File: config.mk
export PLATFORM = sky130hd
export DESIGN_NAME = selective_repeat_receiver_core_flat
export DESIGN_NICKNAME = d
export VERILOG_FILES = /design/src/rtl/srr_pkg.sv /design/src/rtl/srr_pkt_if.sv /design/src/rtl/srr_res_if.sv /design/src/rtl/srr_ram.sv /design/src/rtl/selective_repeat_receiver_core.sv /design/src/flat_wrapper.sv
export VERILOG_INCLUDE_DIRS = /design/src /design/src/rtl
export SDC_FILE = /design/constraint.sdc
export NUM_CORES = 2
export LEC_CHECK = 0
export ABC_AREA = 1
export BUFFER_PORTS_ARGS = -buffer_cell sky130_fd_sc_hd__buf_2
export CORE_MARGIN = 5
export CORE_UTILIZATION = 35
export DETAILED_ROUTE_END_ITERATION = 7
export GPL_TIMING_DRIVEN = 0
export PLACE_DENSITY = 0.49
export SLEW_MARGIN = 20
export SYNTH_ARGS = -nofsm -noshare
export SYNTH_HDL_FRONTEND = slang
export SYNTH_SLANG_ARGS = --single-unit
export TNS_END_PERCENT = 30
File: constraint.sdc
create_clock -name i_clk -period 12.11 [get_ports i_clk]
set_input_delay 1.211 -clock i_clk [delete_from_list [all_inputs] [get_ports i_clk]]
set_output_delay 1.211 -clock i_clk [all_outputs]
set_load 0.05 [all_outputs]
File: src/rtl/selective_repeat_receiver_core_defines.svh
// assertion macros shared by the receiver rtl
`ifndef SELECTIVE_REPEAT_RECEIVER_CORE_DEFINES_SVH
`define SELECTIVE_REPEAT_RECEIVER_CORE_DEFINES_SVH

`ifndef SYNTHESIS
`define SRR_ASSERT_AT(label, clk, rst_n, prop) \
    label: assert property (@(posedge clk) disable iff (!rst_n) prop) \
        else $error("srr assertion failed");
`define SRR_ASSERT_NEVER(label, clk, rst_n, cond) \
    label: assert property (@(posedge clk) disable iff (!rst_n) !(cond)) \
        else $error("srr forbidden condition seen");
`else
`define SRR_ASSERT_AT(label, clk, rst_n, prop)
`define SRR_ASSERT_NEVER(label, clk, rst_n, cond)
`endif

`endif

File: src/rtl/srr_pkg.sv
// shared constants, types and functions of the selective repeat receiver
package srr_pkg;

    localparam int unsigned SEQ_BITS      = 20;
    localparam int unsigned CHK_BITS      = 22;
    localparam int unsigned PAYLOAD_BYTES = 20;
    localparam int unsigned PAY_BITS      = 8 * PAYLOAD_BYTES;
    localparam int unsigned BSUM_BITS     = 13;
    localparam int unsigned WINDOW_DEF    = 10;

    localparam logic [SEQ_BITS-1:0] SEQ_TOP = '1;

    typedef enum logic {
        K_ACK     = 1'b0,
        K_DELIVER = 1'b1
    } t_kind;

    // sum of the payload bytes, at most 20 * 255
    function automatic logic [BSUM_BITS-1:0] byte_sum(input logic [PAY_BITS-1:0] pay);
        logic [BSUM_BITS-1:0] acc;
        acc = '0;
        for (int i = 0; i < PAYLOAD_BYTES; i++) begin
            acc = acc + BSUM_BITS'(pay[8*i +: 8]);
        end
        return acc;
    endfunction

endpackage

File: src/rtl/srr_pkt_if.sv
// packet input channel: valid/ready with the packet fields
interface srr_pkt_if;
    import srr_pkg::*;

    logic                valid;
    logic                ready;
    logic [SEQ_BITS-1:0] seq_num;
    logic [SEQ_BITS-1:0] ack_num;
    logic [CHK_BITS-1:0] check_value;
    logic [63:0]         payload_low;
    logic [63:0]         payload_mid;
    logic [31:0]         payload_high;

    modport source (
        output valid, seq_num, ack_num, check_value, payload_low, payload_mid, payload_high,
        input  ready
    );
    modport sink (
        input  valid, seq_num, ack_num, check_value, payload_low, payload_mid, payload_high,
        output ready
    );
endinterface

File: src/rtl/srr_res_if.sv
// result output channel: valid/ready with ack or delivery fields
interface srr_res_if;
    import srr_pkg::*;

    logic                valid;
    logic                ready;
    logic                kind;
    logic [SEQ_BITS-1:0] out_seq;
    logic [SEQ_BITS-1:0] out_ack;
    logic [CHK_BITS-1:0] out_check;
    logic [63:0]         out_payload_low;
    logic [63:0]         out_payload_mid;
    logic [31:0]         out_payload_high;
    logic                last;

    modport source (
        output valid, kind, out_seq, out_ack, out_check,
               out_payload_low, out_payload_mid, out_payload_high, last,
        input  ready
    );
    modport sink (
        input  valid, kind, out_seq, out_ack, out_check,
               out_payload_low, out_payload_mid, out_payload_high, last,
        output ready
    );
endinterface

File: src/rtl/srr_ram.sv
// generic single-write, single-read ram with registered read data
module srr_ram #(
    parameter int unsigned WIDTH = 8,
    parameter int unsigned DEPTH = 4
) (
    input  logic                     i_clk,
    input  logic                     i_we,
    input  logic [$clog2(DEPTH)-1:0] i_waddr,
    input  logic [WIDTH-1:0]         i_wdata,
    input  logic [$clog2(DEPTH)-1:0] i_raddr,
    output logic [WIDTH-1:0]         o_rdata
);
    logic [WIDTH-1:0] r_mem [DEPTH];
    logic [WIDTH-1:0] r_rdata;

    always_ff @(posedge i_clk) begin
        if (i_we) begin
            r_mem[i_waddr] <= i_wdata;
        end
        r_rdata <= r_mem[i_raddr];
    end

    assign o_rdata = r_rdata;
endmodule

File: src/rtl/selective_repeat_receiver_core.sv
// selective repeat receiver: checksum, window check, ring store and in-order delivery
// the ack beat is registered in S_ACK after S_CHECK, once the output register is free;
// packets are taken only in S_IDLE; a dropped one then passes S_CHECK, an acked one S_ACK too;
// the first delivery follows S_ACK, each further one passes S_READ for the ram read of its slot
// reset (synchronous, active low) clears window base, ring start and all slot full bits;
// the payload ram is not cleared, only slots marked full are ever delivered
module selective_repeat_receiver_core #(
    parameter int unsigned WINDOW = srr_pkg::WINDOW_DEF
) (
    input  logic      i_clk,
    input  logic      i_rst_n,
    srr_pkt_if.sink   i_pkt,
    srr_res_if.source o_res
);
    import srr_pkg::*;
    `include "selective_repeat_receiver_core_defines.svh"

    localparam int unsigned IDX_W = $clog2(WINDOW);

    typedef enum logic [4:0] {
        S_IDLE    = 5'b00001,
        S_CHECK   = 5'b00010,
        S_ACK     = 5'b00100,
        S_READ    = 5'b01000,
        S_DELIVER = 5'b10000
    } t_state;

    t_state              r_state, n_state;
    logic [SEQ_BITS-1:0] r_base, n_base;
    logic [IDX_W-1:0]    r_ring, n_ring;
    logic [WINDOW-1:0]   r_full, n_full;
    logic                r_dup, n_dup;

    logic [SEQ_BITS-1:0]  r_seq, n_seq;
    logic [SEQ_BITS-1:0]  r_ack, n_ack;
    logic [CHK_BITS-1:0]  r_chk, n_chk;
    logic [PAY_BITS-1:0]  r_pay, n_pay;
    logic [BSUM_BITS-1:0] r_bsum, n_bsum;

    logic                r_o_valid, n_o_valid;
    t_kind               r_o_kind, n_o_kind;
    logic [SEQ_BITS-1:0] r_o_seq, n_o_seq;
    logic [SEQ_BITS-1:0] r_o_ack, n_o_ack;
    logic [CHK_BITS-1:0] r_o_check, n_o_check;
    logic [PAY_BITS-1:0] r_o_pay, n_o_pay;
    logic                r_o_last, n_o_last;

    logic                w_out_free;
    logic                w_accept;
    logic [CHK_BITS-1:0] w_sum;
    logic                w_csum_ok;
    logic [SEQ_BITS:0]   w_limit;
    logic                w_beyond;
    logic                w_below;
    logic [SEQ_BITS-1:0] w_diff;
    logic [IDX_W:0]      w_ring_sum;
    logic [IDX_W-1:0]    w_slot;
    logic [IDX_W-1:0]    w_ring_nx;
    logic                w_at_top;
    logic                w_last_dlv;
    logic                w_we;
    logic [PAY_BITS-1:0] w_rdata;
    logic [IDX_W:0]      w_ring_ext;

    srr_ram #(
        .WIDTH (PAY_BITS),
        .DEPTH (WINDOW)
    ) u_pay_ram (
        .i_clk   (i_clk),
        .i_we    (w_we),
        .i_waddr (w_slot),
        .i_wdata (r_pay),
        .i_raddr (r_ring),
        .o_rdata (w_rdata)
    );

    assign w_out_free = !r_o_valid || o_res.ready;
    assign i_pkt.ready = (r_state == S_IDLE);
    assign w_accept = i_pkt.valid && i_pkt.ready;

    // checksum and window position of the held packet
    assign w_sum = CHK_BITS'(r_bsum) + CHK_BITS'(r_seq) + CHK_BITS'(r_ack);
    assign w_csum_ok = (w_sum == r_chk);
    assign w_limit = {1'b0, r_base} + (SEQ_BITS+1)'(WINDOW);
    assign w_beyond = ({1'b0, r_seq} >= w_limit);
    assign w_below = (r_seq < r_base);
    assign w_diff = r_seq - r_base;
    assign w_ring_sum = {1'b0, r_ring} + {1'b0, w_diff[IDX_W-1:0]};
    assign w_slot = (w_ring_sum >= (IDX_W+1)'(WINDOW))
                    ? IDX_W'(w_ring_sum - (IDX_W+1)'(WINDOW))
                    : w_ring_sum[IDX_W-1:0];

    assign w_ring_nx = (r_ring == IDX_W'(WINDOW - 1)) ? '0 : r_ring + 1'b1;
    assign w_at_top = (r_base == SEQ_TOP);
    assign w_last_dlv = w_at_top || !r_full[w_ring_nx];
    assign w_ring_ext = {1'b0, r_ring};

    assign w_we = (r_state == S_CHECK) && w_csum_ok && !w_beyond && !w_below
                  && !r_full[w_slot];

    always_comb begin
        n_state   = r_state;
        n_base    = r_base;
        n_ring    = r_ring;
        n_full    = r_full;
        n_dup     = r_dup;
        n_seq     = r_seq;
        n_ack     = r_ack;
        n_chk     = r_chk;
        n_pay     = r_pay;
        n_bsum    = r_bsum;
        n_o_valid = r_o_valid && !o_res.ready;
        n_o_kind  = r_o_kind;
        n_o_seq   = r_o_seq;
        n_o_ack   = r_o_ack;
        n_o_check = r_o_check;
        n_o_pay   = r_o_pay;
        n_o_last  = r_o_last;

        unique case (r_state)
            S_IDLE: begin
                if (w_accept) begin
                    n_seq   = i_pkt.seq_num;
                    n_ack   = i_pkt.ack_num;
                    n_chk   = i_pkt.check_value;
                    n_pay   = {i_pkt.payload_high, i_pkt.payload_mid, i_pkt.payload_low};
                    n_bsum  = byte_sum({i_pkt.payload_high, i_pkt.payload_mid,
                                        i_pkt.payload_low});
                    n_state = S_CHECK;
                end
            end
            S_CHECK: begin
                if (!w_csum_ok || w_beyond) begin
                    n_state = S_IDLE;
                end else begin
                    n_dup = w_below || r_full[w_slot];
                    if (w_we) begin
                        n_full[w_slot] = 1'b1;
                    end
                    n_state = S_ACK;
                end
            end
            S_ACK: begin
                if (w_out_free) begin
                    n_o_valid = 1'b1;
                    n_o_kind  = K_ACK;
                    n_o_seq   = r_seq;
                    n_o_ack   = r_seq;
                    n_o_check = CHK_BITS'(r_bsum) + CHK_BITS'({r_seq, 1'b0});
                    n_o_pay   = r_pay;
                    n_o_last  = r_dup || !r_full[r_ring];
                    n_state   = (r_dup || !r_full[r_ring]) ? S_IDLE : S_DELIVER;
                end
            end
            S_READ: begin
                // ram read of the new ring slot lands next cycle
                n_state = S_DELIVER;
            end
            S_DELIVER: begin
                if (w_out_free) begin
                    n_o_valid      = 1'b1;
                    n_o_kind       = K_DELIVER;
                    n_o_seq        = r_base;
                    n_o_ack        = '0;
                    n_o_check      = '0;
                    n_o_pay        = w_rdata;
                    n_o_last       = w_last_dlv;
                    n_full[r_ring] = 1'b0;
                    n_ring         = w_ring_nx;
                    // base saturates at the top of the sequence range
                    if (!w_at_top) begin
                        n_base = r_base + 1'b1;
                    end
                    n_state = w_last_dlv ? S_IDLE : S_READ;
                end
            end
            default: begin
                n_state = S_IDLE;
            end
        endcase
    end

    always_ff @(posedge i_clk) begin
        if (!i_rst_n) begin
            r_state   <= S_IDLE;
            r_base    <= '0;
            r_ring    <= '0;
            r_full    <= '0;
            r_o_valid <= 1'b0;
        end else begin
            r_state   <= n_state;
            r_base    <= n_base;
            r_ring    <= n_ring;
            r_full    <= n_full;
            r_o_valid <= n_o_valid;
        end
    end

    always_ff @(posedge i_clk) begin
        r_dup     <= n_dup;
        r_seq     <= n_seq;
        r_ack     <= n_ack;
        r_chk     <= n_chk;
        r_pay     <= n_pay;
        r_bsum    <= n_bsum;
        r_o_kind  <= n_o_kind;
        r_o_seq   <= n_o_seq;
        r_o_ack   <= n_o_ack;
        r_o_check <= n_o_check;
        r_o_pay   <= n_o_pay;
        r_o_last  <= n_o_last;
    end

    assign o_res.valid            = r_o_valid;
    assign o_res.kind             = r_o_kind;
    assign o_res.out_seq          = r_o_seq;
    assign o_res.out_ack          = r_o_ack;
    assign o_res.out_check        = r_o_check;
    assign o_res.out_payload_low  = r_o_pay[63:0];
    assign o_res.out_payload_mid  = r_o_pay[127:64];
    assign o_res.out_payload_high = r_o_pay[159:128];
    assign o_res.last             = r_o_last;

    `SRR_ASSERT_AT(a_ring_range, i_clk, i_rst_n, w_ring_ext < (IDX_W+1)'(WINDOW))
    `SRR_ASSERT_AT(a_deliver_full, i_clk, i_rst_n, (r_state == S_DELIVER) |-> r_full[r_ring])
    `SRR_ASSERT_NEVER(a_idle_not_last, i_clk, i_rst_n, (r_state == S_IDLE) && r_o_valid && !r_o_last)
    `SRR_ASSERT_AT(a_base_step, i_clk, i_rst_n, (r_state == S_DELIVER) && w_out_free |=> (r_base == $past(r_base) + 1'b1) || (r_base == SEQ_TOP))
endmodule

File: src/flat_wrapper.sv
// flat-port wrapper written by rule: the top's interface ports become plain ports
module selective_repeat_receiver_core_flat import srr_pkg::*;
#(
    parameter int unsigned WINDOW = srr_pkg::WINDOW_DEF
)
  (i_clk, i_rst_n, i_pkt_valid, i_pkt_seq_num, i_pkt_ack_num, i_pkt_check_value, i_pkt_payload_low, i_pkt_payload_mid, i_pkt_payload_high, i_pkt_ready, o_res_valid, o_res_kind, o_res_out_seq, o_res_out_ack, o_res_out_check, o_res_out_payload_low, o_res_out_payload_mid, o_res_out_payload_high, o_res_last, o_res_ready);
  srr_pkt_if i_pkt_i ();
  srr_res_if o_res_i ();
  input  logic i_clk;
  input  logic i_rst_n;
  input wire logic [$bits(i_pkt_i.valid)-1:0] i_pkt_valid;
  input wire logic [$bits(i_pkt_i.seq_num)-1:0] i_pkt_seq_num;
  input wire logic [$bits(i_pkt_i.ack_num)-1:0] i_pkt_ack_num;
  input wire logic [$bits(i_pkt_i.check_value)-1:0] i_pkt_check_value;
  input wire logic [$bits(i_pkt_i.payload_low)-1:0] i_pkt_payload_low;
  input wire logic [$bits(i_pkt_i.payload_mid)-1:0] i_pkt_payload_mid;
  input wire logic [$bits(i_pkt_i.payload_high)-1:0] i_pkt_payload_high;
  output wire logic [$bits(i_pkt_i.ready)-1:0] i_pkt_ready;
  output wire logic [$bits(o_res_i.valid)-1:0] o_res_valid;
  output wire logic [$bits(o_res_i.kind)-1:0] o_res_kind;
  output wire logic [$bits(o_res_i.out_seq)-1:0] o_res_out_seq;
  output wire logic [$bits(o_res_i.out_ack)-1:0] o_res_out_ack;
  output wire logic [$bits(o_res_i.out_check)-1:0] o_res_out_check;
  output wire logic [$bits(o_res_i.out_payload_low)-1:0] o_res_out_payload_low;
  output wire logic [$bits(o_res_i.out_payload_mid)-1:0] o_res_out_payload_mid;
  output wire logic [$bits(o_res_i.out_payload_high)-1:0] o_res_out_payload_high;
  output wire logic [$bits(o_res_i.last)-1:0] o_res_last;
  input wire logic [$bits(o_res_i.ready)-1:0] o_res_ready;
  assign i_pkt_i.valid = i_pkt_valid;
  assign i_pkt_i.seq_num = i_pkt_seq_num;
  assign i_pkt_i.ack_num = i_pkt_ack_num;
  assign i_pkt_i.check_value = i_pkt_check_value;
  assign i_pkt_i.payload_low = i_pkt_payload_low;
  assign i_pkt_i.payload_mid = i_pkt_payload_mid;
  assign i_pkt_i.payload_high = i_pkt_payload_high;
  assign i_pkt_ready = i_pkt_i.ready;
  assign o_res_valid = o_res_i.valid;
  assign o_res_kind = o_res_i.kind;
  assign o_res_out_seq = o_res_i.out_seq;
  assign o_res_out_ack = o_res_i.out_ack;
  assign o_res_out_check = o_res_i.out_check;
  assign o_res_out_payload_low = o_res_i.out_payload_low;
  assign o_res_out_payload_mid = o_res_i.out_payload_mid;
  assign o_res_out_payload_high = o_res_i.out_payload_high;
  assign o_res_last = o_res_i.last;
  assign o_res_i.ready = o_res_ready;
  selective_repeat_receiver_core #(.WINDOW(WINDOW)) u_core (.i_clk(i_clk), .i_rst_n(i_rst_n), .i_pkt(i_pkt_i), .o_res(o_res_i));
endmodule
==> flow_summary.toml <==
[logic_synthesis]
synthArstFlopShare_pct = 0
synthesis.nets = 6691
yosysSeqAreaShare_pct = 74.4
syn_inst = 6204
synth.avg_cell_area_um2 = 14.3
synth_top_area_share_pct = 69.8
synth_flop_cell = "edfxtp_1"
ys_warn_count = 0
post-synth-top-count-cell = "edfxtp_1"
syn_area_um2 = 88600
synth_commonest_cells = "2,060 x edfxtp_1, 806 x nand2_1, 640 x a22oi_1"
ys_types = 53
synth_seq_cells = 2260
synth-edff-count = 2060
synth_top_cell_by_area = "edfxtp_1"
synth_area_leaders = "edfxtp_1 70%, a22oi_1 5.4%, dfxtp_1 4.5%, nand2_1 3.4%, fa_1 3.1%"

[timing]
hold_viol_final = 0
period_minus_slack_ns = 7.48
post-route-period-util_pct = 61.8
relSlewSlack_pct = 20.2
setup_viol = 0
holdWs_ns = 0.475
fmax_mhz = 134
rsz0062_at_grt = "no"
final_max_slew_viol_count = 0
timing.final.ws_setup_ns = 4.63
fin_skew_ns = 0.0992
fin_tns_setup_ns = 0
tightest_slew_ns = 1.20

[power]
ir_worst_vdd_mv = 0.632
combPwrFrac_pct = 22.4
switching_share_pct = 30.6
p_per_area_nw_per_um2 = 201
power_switching_mw = 6.57
p_int_mw = 14.9
power_frac_seq_pct = 42.0
clockPowerShare_pct = 35.6
total_leakage_power_nw = 37.6

[route]
wl_per_cell_um = 27.8
vias = 55167
drt_iter0_drc = 5694
drt_wl_total_um = 295000
firstDrtPassIters = 5
ant_nets = 0
drc = 0
viasPerCell = 5.20

[critical_path]
crit_start = "i_pkt_payload_low[0]"
cp.arrival_ns = 8.10
start_kind = "input port"
cp-end-kind = "flop"
required_ns = 12.73
reg2reg_from = "u_core.r_seq[1]"
cp_max_fo = 4
crit_type = "input port to flop"

[global_routing]
track_usage_pct = 21.8
grt_pass1_vias = 54156
overflow = 0
antenna_found_initial = 33
grt_pass1_wl_um = 410000
grt_max_degree = 26

[finish]
final_cells = 10613
nets = 7526
fin_util_pct = 42.4
fillCellCount = 23039
layout-drive-gt1-share_pct = 14.5
syn_to_final_growth_pct = 20.4

[floorplan]
die_height_um = 513
die_area_um2 = 263000
start_util_pct = 35.2
pin_count = 452
coreArea_um2 = 252000
std_cell_rows = 184
dieWidth_um = 513

[placed_design]
dp_cells = 10147
place_hpwl_um = 208000
pre_cts_slack_ns = 3.69
portBuffers = 451
gp_congestion = 0.865

[clock_tree]
clk_pin_slew_ns = 0.06
clk_latency_ns = 0.92
cts_buffer_depth = 3
htreeDepth = 4
cts_root_buf = "clkbuf_16"
cts_buffers = 238
postCtsHoldBufs = 0
cts_sinks = 2260
cts_tree = "built"
post_cts_buffers = 0
ctsResizeCount = 0

[outcome]
outcome = "finished clean"

[hold_path]
hp-class = "flop to flop"
hp-start = "u_core.u_pay_ram.o_rdata[123]"

[job]
cap_violations = 0
## logic make-up (layout without fill, tap and decap cells)
| kind of cell | Yosys count | after routing | synth area share (%) |
|---|---|---|---|
| other cells | 0 | 13 | 0 |
| flops | 2260 | 2260 | 74.4 |
| compound gates | 1226 | 1226 | 8.86 |
| fa+ha+maj | 261 | 261 | 4.86 |
| buf+inv | 671 | 1719 | 2.86 |
| simple gates | 1713 | 1713 | 8.34 |
| xor+xnor | 73 | 73 | 0.722 |
## final timing paths
check	endpoint	slack, ns	depth (start not counted)
worst max-delay path	u_core.r_bsum[11]	4.63	25
worst min-delay path	u_core.r_o_pay[123]	0.47	2
worst max register to register	u_core.u_pay_ram.r_mem[1][51]	4.89	33
worst min register to register	u_core.r_o_pay[123]	0.47	2
## power groups by stage
stage               sequential (mW)  clock (mW)  combinational (mW)
finish                         9.01        7.64                4.80
detailed placement             9.18           0                4.78
CTS                            9.01        7.77                4.81
floorplan                      9.12           0                2.82
global route                   9.03        8.12                5.27
global placement               9.22           0                4.72
## area by class of cell
class,instances,area [um2],area share [%]
antenna,13,32.5,0.0305
timing repair buffer,595,5440,5.10
clock inverter,144,1820,1.71
inverter,388,1460,1.37
tap,3348,4190,3.93
clock buffer,309,6490,6.09
sequential,2260,65900,61.7
multi-input combinational,3273,20300,19.0
buffer,283,1110,1.04
## layer usage
| metal | GRT usage, % | vias to the layer above | share of wire (%) |
|---|---|---|---|
| met5 | 0 | - | 0.012 |
| met4 | 8.47 | 6 | 4.1 |
| met3 | 3.54 | 419 | 6.8 |
| met2 | 35.5 | 2179 | 47 |
| met1 | 29.4 | 27955 | 42 |
| li1 | - | 24608 | - |
## cell usage in the layout (no fill, tap or decap), drive strengths merged, types with 4 or more instances in the layout
cell type | netlist | routed
edfxtp | 2060 | 2060
nand2 | 814 | 814
a22oi | 640 | 640
buf | 34 | 629
clkbuf | 249 | 558
a21oi | 444 | 444
nor2 | 437 | 437
inv | 388 | 394
dfxtp | 200 | 200
nor3 | 189 | 189
or3 | 160 | 160
fa | 139 | 139
ha | 122 | 122
o21ai | 100 | 100
clkinv | 0 | 92
nand3 | 69 | 69
xor2 | 47 | 47
bufinv | 0 | 30
xnor2 | 26 | 26
nand4 | 24 | 24
clkinvlp | 0 | 16
diode | 0 | 13
nand3b | 8 | 8
a211oi | 7 | 7
o21a | 6 | 6
o22ai | 6 | 6
nor4 | 5 | 5
o21bai | 4 | 4
o31ai | 4 | 4
## registers in the layout (all words and copies together) (netlist names)
name,count
u_core.o_res.kind,1
u_core.o_res.last,1
u_core.o_res.out_check,22
u_core.o_res.valid,1
u_core.r_base,20
u_core.r_pay,160
u_core.o_res.out_ack,20
u_core.u_pay_ram.r_mem,1600
u_core.u_pay_ram.o_rdata,160
u_core.r_o_pay,160
u_core.r_ring,4
u_core.r_chk,22
u_core.r_seq,20
u_core.r_ack,20
u_core.o_res.out_seq,20
u_core.r_dup,1
u_core.r_bsum,13
u_core.r_full,10
u_core.r_state,5
## critical path, cell delays in order
cell and delay [ns]:
buf_2 0.10, ha_1 0.16, inv_1 0.05, fa_1 0.43, o21ai_0 0.33, xor2_1 0.80
inv_1 0.14, fa_1 0.53, inv_1 0.05, fa_1 0.52, fa_1 0.44, fa_1 0.53
fa_1 0.43, fa_1 0.49, inv_1 0.05, ha_1 0.34, a21oi_1 0.17, nand2_1 0.10
a21oi_1 0.13, inv_1 0.05, a21oi_1 0.18, o21ai_0 0.16, a21oi_1 0.15, o21ai_0 0.10
xnor2_1 0.45
## per-stage QoR
stage	power [mW]	area, um2
after floorplan	11.9	88600
after global placement	13.9	95000
after detailed placement	14.0	98300
final	21.5	107000
after global routing	22.4	107000
after CTS	21.6	107000
Note: power is estimated with default switching activity, not from simulation.
